===== config.mk =====
export PLATFORM = sky130hd
export DESIGN_NAME = ordered_equivalence_class_table
export DESIGN_NICKNAME = d
export VERILOG_FILES = /design/src/hdl/oect_pkg.sv /design/src/hdl/ordered_equivalence_class_table.sv /design/src/hdl/oect_ctrl.sv /design/src/hdl/oect_dp.sv
export SDC_FILE = /design/constraint.sdc
export NUM_CORES = 2
export LEC_CHECK = 0
export BUFFER_PORTS_ARGS = -buffer_cell sky130_fd_sc_hd__buf_2
export CORE_ASPECT_RATIO = 1.25
export CORE_MARGIN = 3
export CORE_UTILIZATION = 40
export DETAILED_ROUTE_END_ITERATION = 16
export PLACE_DENSITY_LB_ADDON = 0.2
export SETUP_SLACK_MARGIN = 0.4
export SKIP_CTS_REPAIR_TIMING = 1
export SLEW_MARGIN = 40
export SYNTH_ARGS = -nofsm -noshare
export SYNTH_HDL_FRONTEND = slang
export SYNTH_SLANG_ARGS = --single-unit

===== constraint.sdc =====
create_clock -name clk_i -period 28.6 [get_ports clk_i]
set_input_delay 4.29 -clock clk_i [delete_from_list [all_inputs] [get_ports clk_i]]
set_output_delay 4.29 -clock clk_i [all_outputs]
set_load 0.03 [all_outputs]

===== src/hdl/oect_pkg.sv =====
package oect_pkg;

  localparam int NUM_VALUES_DEF = 256;
  localparam int MODE_W         = 2;
  localparam int VALUE_W        = 8;
  localparam int CLASS_W        = 8;
  localparam int OUT_W          = CLASS_W + 1;
  localparam int COUNT_W        = 9;
  localparam int MAX_IDS        = 2 ** VALUE_W;

  localparam logic [MODE_W-1:0] MODE_ADD   = 2'd0;
  localparam logic [MODE_W-1:0] MODE_MERGE = 2'd1;

  typedef struct packed {
    logic accept;
    logic look;
    logic sweep;
    logic drain;
    logic finish;
  } ctrl_cmd_t;

  typedef struct packed {
    logic need_sweep;
    logic sweep_last;
  } dp_sts_t;

endpackage


===== src/hdl/ordered_equivalence_class_table.sv =====
// Add, query and merges that change nothing: LOOK raises finish and done_o is registered from it.
// A merge that joins two classes sweeps the label store one entry per cycle:
// the sweep covers D = min(NUM_VALUES, 256) entries, then DRAIN raises finish and done_o is registered from it.
// A new request is taken in the cycle that done_o is high; results cannot be stalled.
// Reset clears the present flags and the class count at once; no clearing pass.
module ordered_equivalence_class_table #(
  parameter int NUM_VALUES = oect_pkg::NUM_VALUES_DEF
) (
  input  logic                               clk_i,
  input  logic                               rst_ni,
  input  logic                               start,
  output logic                               busy,
  input  logic [oect_pkg::MODE_W-1:0]        mode_i,
  input  logic [oect_pkg::VALUE_W-1:0]       value_a_i,
  input  logic [oect_pkg::VALUE_W-1:0]       value_b_i,
  output logic                               done_o,
  output logic signed [oect_pkg::OUT_W-1:0]  class_a_o,
  output logic signed [oect_pkg::OUT_W-1:0]  class_b_o,
  output logic [oect_pkg::COUNT_W-1:0]       class_count_o,
  output logic                               error_o
);
  import oect_pkg::*;

  ctrl_cmd_t cmd;
  dp_sts_t   sts;

  oect_ctrl u_ctrl (
    .clk_i  (clk_i),
    .rst_ni (rst_ni),
    .start  (start),
    .busy   (busy),
    .sts_i  (sts),
    .cmd_o  (cmd)
  );

  oect_dp #(
    .NUM_VALUES (NUM_VALUES)
  ) u_dp (
    .clk_i         (clk_i),
    .rst_ni        (rst_ni),
    .cmd_i         (cmd),
    .sts_o         (sts),
    .mode_i        (mode_i),
    .value_a_i     (value_a_i),
    .value_b_i     (value_b_i),
    .done_o        (done_o),
    .class_a_o     (class_a_o),
    .class_b_o     (class_b_o),
    .class_count_o (class_count_o),
    .error_o       (error_o)
  );

endmodule


===== src/hdl/oect_ctrl.sv =====
module oect_ctrl (
  input  logic                 clk_i,
  input  logic                 rst_ni,
  input  logic                 start,
  output logic                 busy,
  input  oect_pkg::dp_sts_t    sts_i,
  output oect_pkg::ctrl_cmd_t  cmd_o
);
  import oect_pkg::*;

  localparam logic [1:0] ST_IDLE  = 2'd0;
  localparam logic [1:0] ST_LOOK  = 2'd1;
  localparam logic [1:0] ST_SWEEP = 2'd2;
  localparam logic [1:0] ST_DRAIN = 2'd3;

  logic [1:0] state_q, state_d;

  always_comb begin
    state_d      = state_q;
    cmd_o        = '0;
    case (state_q)
      ST_IDLE: begin
        if (start) begin
          cmd_o.accept = 1'b1;
          state_d      = ST_LOOK;
        end
      end
      ST_LOOK: begin
        cmd_o.look = 1'b1;
        if (sts_i.need_sweep) begin
          state_d = ST_SWEEP;
        end else begin
          cmd_o.finish = 1'b1;
          state_d      = ST_IDLE;
        end
      end
      ST_SWEEP: begin
        cmd_o.sweep = 1'b1;
        if (sts_i.sweep_last) begin
          state_d = ST_DRAIN;
        end
      end
      ST_DRAIN: begin
        cmd_o.drain  = 1'b1;
        cmd_o.finish = 1'b1;
        state_d      = ST_IDLE;
      end
      default: begin
        state_d = ST_IDLE;
      end
    endcase
  end

  always_ff @(posedge clk_i or negedge rst_ni) begin
    if (!rst_ni) begin
      state_q <= ST_IDLE;
    end else begin
      state_q <= state_d;
    end
  end

  assign busy = (state_q != ST_IDLE);

endmodule


===== src/hdl/oect_dp.sv =====
module oect_dp #(
  parameter int NUM_VALUES = oect_pkg::NUM_VALUES_DEF
) (
  input  logic                               clk_i,
  input  logic                               rst_ni,
  input  oect_pkg::ctrl_cmd_t                cmd_i,
  output oect_pkg::dp_sts_t                  sts_o,
  input  logic [oect_pkg::MODE_W-1:0]        mode_i,
  input  logic [oect_pkg::VALUE_W-1:0]       value_a_i,
  input  logic [oect_pkg::VALUE_W-1:0]       value_b_i,
  output logic                               done_o,
  output logic signed [oect_pkg::OUT_W-1:0]  class_a_o,
  output logic signed [oect_pkg::OUT_W-1:0]  class_b_o,
  output logic [oect_pkg::COUNT_W-1:0]       class_count_o,
  output logic                               error_o
);
  import oect_pkg::*;

  localparam int DEPTH = (NUM_VALUES < MAX_IDS) ? NUM_VALUES : MAX_IDS;
  localparam int AW    = $clog2(DEPTH);
  localparam logic [VALUE_W:0] DepthW   = DEPTH[VALUE_W:0];
  localparam logic [AW-1:0]    LastAddr = AW'(DEPTH - 1);
  localparam logic [OUT_W-1:0] Absent   = '1;

  logic [CLASS_W-1:0] mem [DEPTH];
  logic [DEPTH-1:0]   present_q;
  logic [COUNT_W-1:0] count_q;

  logic [MODE_W-1:0]  mode_q;
  logic [VALUE_W-1:0] va_q, vb_q;
  logic               ina_q, pa_q, pb_q;
  logic [CLASS_W-1:0] rda_q, rdb_q;
  logic [CLASS_W-1:0] lo_q, hi_q;
  logic [AW-1:0]      sc_q, rd_addr_q;
  logic               rd_valid_q, rd_pres_q;

  logic signed [OUT_W-1:0] cls_a_q, cls_b_q;
  logic                    err_q, done_q;

  logic [AW-1:0]           ra;
  logic                    we;
  logic [AW-1:0]           wa;
  logic [CLASS_W-1:0]      wd, swept;
  logic                    eq_ab, add_new, merge_err, need_sweep;
  logic signed [OUT_W-1:0] ca9, cb9, new9;

  assign eq_ab      = (va_q == vb_q);
  assign add_new    = (mode_q == MODE_ADD) && ina_q && !pa_q;
  assign merge_err  = (mode_q == MODE_MERGE) && !eq_ab && !(pa_q && pb_q);
  assign need_sweep = (mode_q == MODE_MERGE) && !eq_ab && pa_q && pb_q && (rda_q != rdb_q);
  assign ca9        = pa_q ? {1'b0, rda_q} : Absent;
  assign cb9        = pb_q ? {1'b0, rdb_q} : Absent;
  assign new9       = {1'b0, count_q[CLASS_W-1:0]};

  assign sts_o.need_sweep = need_sweep;
  assign sts_o.sweep_last = (sc_q == LastAddr);

  assign ra = cmd_i.accept ? value_a_i[AW-1:0] : sc_q;

  always_comb begin
    if (rda_q == hi_q) begin
      swept = lo_q;
    end else if (rda_q > hi_q) begin
      swept = rda_q - CLASS_W'(1);
    end else begin
      swept = rda_q;
    end
  end

  always_comb begin
    if (cmd_i.look && add_new) begin
      we = 1'b1;
      wa = va_q[AW-1:0];
      wd = count_q[CLASS_W-1:0];
    end else begin
      we = rd_valid_q && rd_pres_q;
      wa = rd_addr_q;
      wd = swept;
    end
  end

  always_ff @(posedge clk_i) begin
    if (we) begin
      mem[wa] <= wd;
    end
    rda_q <= mem[ra];
    rdb_q <= mem[value_b_i[AW-1:0]];
  end

  always_ff @(posedge clk_i or negedge rst_ni) begin
    if (!rst_ni) begin
      present_q <= '0;
      count_q   <= '0;
      done_q    <= 1'b0;
    end else begin
      done_q <= cmd_i.finish;
      if (cmd_i.look && add_new) begin
        present_q[va_q[AW-1:0]] <= 1'b1;
        count_q                 <= count_q + COUNT_W'(1);
      end else if (cmd_i.drain) begin
        count_q <= count_q - COUNT_W'(1);
      end
    end
  end

  always_ff @(posedge clk_i) begin
    if (cmd_i.accept) begin
      mode_q <= mode_i;
      va_q   <= value_a_i;
      vb_q   <= value_b_i;
      ina_q  <= ({1'b0, value_a_i} < DepthW);
      pa_q   <= ({1'b0, value_a_i} < DepthW) && present_q[value_a_i[AW-1:0]];
      pb_q   <= ({1'b0, value_b_i} < DepthW) && present_q[value_b_i[AW-1:0]];
    end
    if (cmd_i.look) begin
      lo_q    <= (rda_q < rdb_q) ? rda_q : rdb_q;
      hi_q    <= (rda_q < rdb_q) ? rdb_q : rda_q;
      sc_q    <= '0;
      cls_a_q <= add_new ? new9 : ca9;
      cls_b_q <= (add_new && eq_ab) ? new9 : cb9;
      err_q   <= merge_err;
    end else if (cmd_i.sweep) begin
      sc_q <= sc_q + AW'(1);
    end else if (cmd_i.drain) begin
      cls_a_q <= {1'b0, lo_q};
      cls_b_q <= {1'b0, lo_q};
    end
    rd_addr_q <= sc_q;
    rd_pres_q <= present_q[sc_q];
  end

  always_ff @(posedge clk_i or negedge rst_ni) begin
    if (!rst_ni) begin
      rd_valid_q <= 1'b0;
    end else begin
      rd_valid_q <= cmd_i.sweep;
    end
  end

  assign done_o        = done_q;
  assign class_a_o     = cls_a_q;
  assign class_b_o     = cls_b_q;
  assign class_count_o = count_q;
  assign error_o       = err_q;

endmodule

==> metrics <==
routed length on met3 49340 µm; total number of yosys warnings 0; max_slew headroom 0.3611; number of global-route vias before repair 78390; sequential share of the synthesized area 0.6039; RR Endpoint u_dp.rda_q[3]$_DFF_P_; ranking of synthesized cells by area edfxtp_1 54%, mux4_2 18%, dfrtp_1 5.8%; Leak 0.04502 µW; initial DRC count 11090; flops & latches, synth 2405; number of synthesized flops with an enable pin 2103; area grow syn2layout 12.53%; site row count 221; Worst Path Arrival 10.19 ns; R2R Setup Slk 22.19 ns; largest net degree at the start of global routing 172; clk_lat worst skew 0.99 ns; Vias per Instance 6.641; asr flop ratio synth 0.1119; IO buf count 50; drt drc 0; met1 WL 160400 µm; Clock Root Buffer clkbuf_16; HP Class flip-flop to flip-flop; WL/cell 37.89 µm; Vias 81170; cell accounting for the most synthesized area edfxtp_1; total global routing overflow 0; Final TNS setup 0 ns; Routed Antenna Nets 0; r2r worst-path depth 13; post-synthesis cell type count 72; post-synth top area share 0.5406; Post-DP HPWL 306100 µm; Final min period 9.365 ns; worst-margin pin slew 0.9539 ns; Clock Sinks 2405; first-pass GRT wire length 636500 µm; Top Metal Used met5; pwr/cell area 91.71 nW/µm²; Fin Hold WS 0.4112 ns; period utilization 0.3275; WP data required 29.43 ns; RSZ-0062 raised after global routing false; Final nets 8267; fmax 0.1068 GHz; Placer Congestion 0.9607; I/O pins 51; Maximum Capacitance Violations 0; critical path peak fanout 103; CP Class primary input to flip-flop; final setup vio count 0; synthesized instance count 8264; Final Slew Violations 0; Mapped Area 116800 µm²; clock transition at the registers of the reported paths 0.06 ns; CTS tree yes; peak supply drop 144.0 µV; routed wl met2 211500 µm; die area 298600 µm²; Final Hold Viols 0; Setup crit start kind primary input; layout cell share with drive strength beyond 1 0.2392; total track usage 0.3047; top_reg_cell synth edfxtp_1; Post-Syn Area per Cell 14.14 µm²; crit path to u_dp.rda_q[3]$_DFF_P_; Layout Skew 0.08173 ns; Detailed Routing Iterations Pass 1 9; initial core utilization 0.4023; CTS Buf Count 246; clk buf depth 4; die width 489.4 µm; status finished, final reports clean; final wirelength 463200 µm; Max H-tree Level 4; Crit. Startpoint start; Critical Path Sink Type flip-flop; post-synth net total 8311; Die H 610.2 µm; Core ar. 290300 µm²; initial antenna violation count 28
-- cells in the final DEF, fill, tap and decap left out, drive strengths merged, types with 7 or more instances in the layout --
cell / n
edfxtp: 2103
nand2: 1719
mux4: 932
nand3: 630
buf: 353
nor2: 342
clkbuf: 311
dfrtp: 269
mux2i: 250
a21o: 205
a31oi: 158
nand4: 144
a21oi: 117
o21ai: 93
clkinv: 79
o21bai: 72
a32oi: 61
nand2b: 54
o22ai: 52
inv: 45
nor3: 40
bufinv: 35
dfxtp: 33
a41oi: 27
ha: 25
a22oi: 25
nor4: 25
o211ai: 23
diode: 18
a311oi: 18
nand3b: 17
clkinvlp: 16
xor2: 14
a211oi: 14
mux2: 13
nor2b: 13
o221ai: 9
xnor2: 9
a2111oi: 9
and3: 7
-- flip-flops by register name, summed over array words and instances (netlist names), 2 cells and up, named ones only --
signal and count:
u_dp.rda_q 8, u_dp.class_b_o 9, u_dp.rd_addr_q 8, u_dp.present_q 256, u_dp.mem 2048, u_dp.hi_q 8
u_dp.sc_q 8, u_dp.va_q 8, u_dp.lo_q 8, u_dp.rdb_q 8, u_dp.mode_q 2, u_dp.class_count_o 9
u_dp.vb_q 8, u_dp.class_a_o 9
-- synth_stat cells, drive strengths merged, types with 23 or more instances --
cell / instances
mux4: 932
dfrtp: 269
a41oi: 27
o21bai: 72
a31oi: 158
o22ai: 52
o211ai: 23
a22oi: 25
inv: 40
a32oi: 61
a21oi: 117
nand4: 144
nor4: 25
ha: 25
nor2: 342
o21ai: 93
mux2i: 250
nand3: 630
clkbuf: 333
nand2: 1719
buf: 314
edfxtp: 2103
nand2b: 54
nor3: 40
dfxtp: 33
a21o: 205
-- logic make-up (layout without fill, tap and decap cells) --
family                   count (synthesis)  count (layout)  share of synthesized area
AO/OA/AOI/OAI                          909             909                    0.05348
adder cells (fa/ha/maj)                 26              26                   0.002849
other                                    0              18                          0
multiplexers                          1195            1195                     0.2024
XOR/XNOR                                23              23                   0.001725
buffers and inverters                  688             839                    0.02474
AND/OR/NAND/NOR                       3018            3018                     0.1109
flip-flops                            2405            2405                     0.6039
-- worst min path at each step --
stage                           endpoint                       from  slack (ns)  depth (start not counted)
2_1_floorplan  u_dp.rd_addr_q[3]$_DFF_P_  u_dp.sc_q[3]$_SDFFE_PP0P_        0.35                          0
3_3_place_gp   u_dp.rd_addr_q[7]$_DFF_P_  u_dp.sc_q[7]$_SDFFE_PP0P_        0.40                          0
3_5_place_dp   u_dp.rd_addr_q[7]$_DFF_P_  u_dp.sc_q[7]$_SDFFE_PP0P_        0.40                          0
4_1_cts        u_dp.rd_addr_q[7]$_DFF_P_  u_dp.sc_q[7]$_SDFFE_PP0P_        0.41                          0
5_1_grt        u_dp.rd_addr_q[7]$_DFF_P_  u_dp.sc_q[7]$_SDFFE_PP0P_        0.43                          0
6_report       u_dp.rd_addr_q[7]$_DFF_P_  u_dp.sc_q[7]$_SDFFE_PP0P_        0.41                          0
-- worst max-delay path: stages --
cell     delay, ns
buf_2         0.12
or3b_4        0.47
buf_12        0.28
buf_4         0.36
a21o_4        0.60
buf_12        0.44
buf_4         0.68
mux2i_1       0.27
o22ai_1       0.10
o21ai_1       0.45
nand4_1       0.59
or4_1         0.70
or4_1         0.53
-- metrics by stage --
stage	utilization	setup WS [ns]	total power (µW)	cells	cell area, µm²
2_1_floorplan	-	14.00	7430	8264	116800
3_3_place_gp	0.4193	18.27	8553	11730	121700
3_5_place_dp	0.4238	18.35	8663	11750	123100
4_1_cts	0.4517	19.33	11950	12200	131200
5_1_grt	0.4526	19.26	12370	12210	131400
6_report	0.4528	19.23	12060	12220	131500
-- layout make-up --
class / count / area (µm²)
fillers: 25280 / 158900
diodes: 18 / 45.04
flip-flops and latches: 2405 / 70550
clock buffers: 309 / 6528
multi-input cells: 5171 / 44730
repair buffers: 355 / 3133
well taps: 3791 / 4743
clock inverters: 134 / 1573
inverters: 41 / 156.4
-- report_power, final --
part / switching, µW / total (µW) / internal [µW] / leakage, µW
sequential: 104 / 4800 / 4690 / 0.0230
clock: 1420 / 3340 / 1920 / 0.00393
combinational: 3000 / 3920 / 921 / 0.0181
total: 4520 / 12100 / 7540 / 0.0450
-- layer usage --
metal	GRT usage	vias to the layer above
li1	-	32170
met1	0.3728	42140
met2	0.4697	5567
met3	0.07397	1271
met4	0.2246	18
met5	0.002443	-
Note: power is estimated with default switching activity, not from simulation.
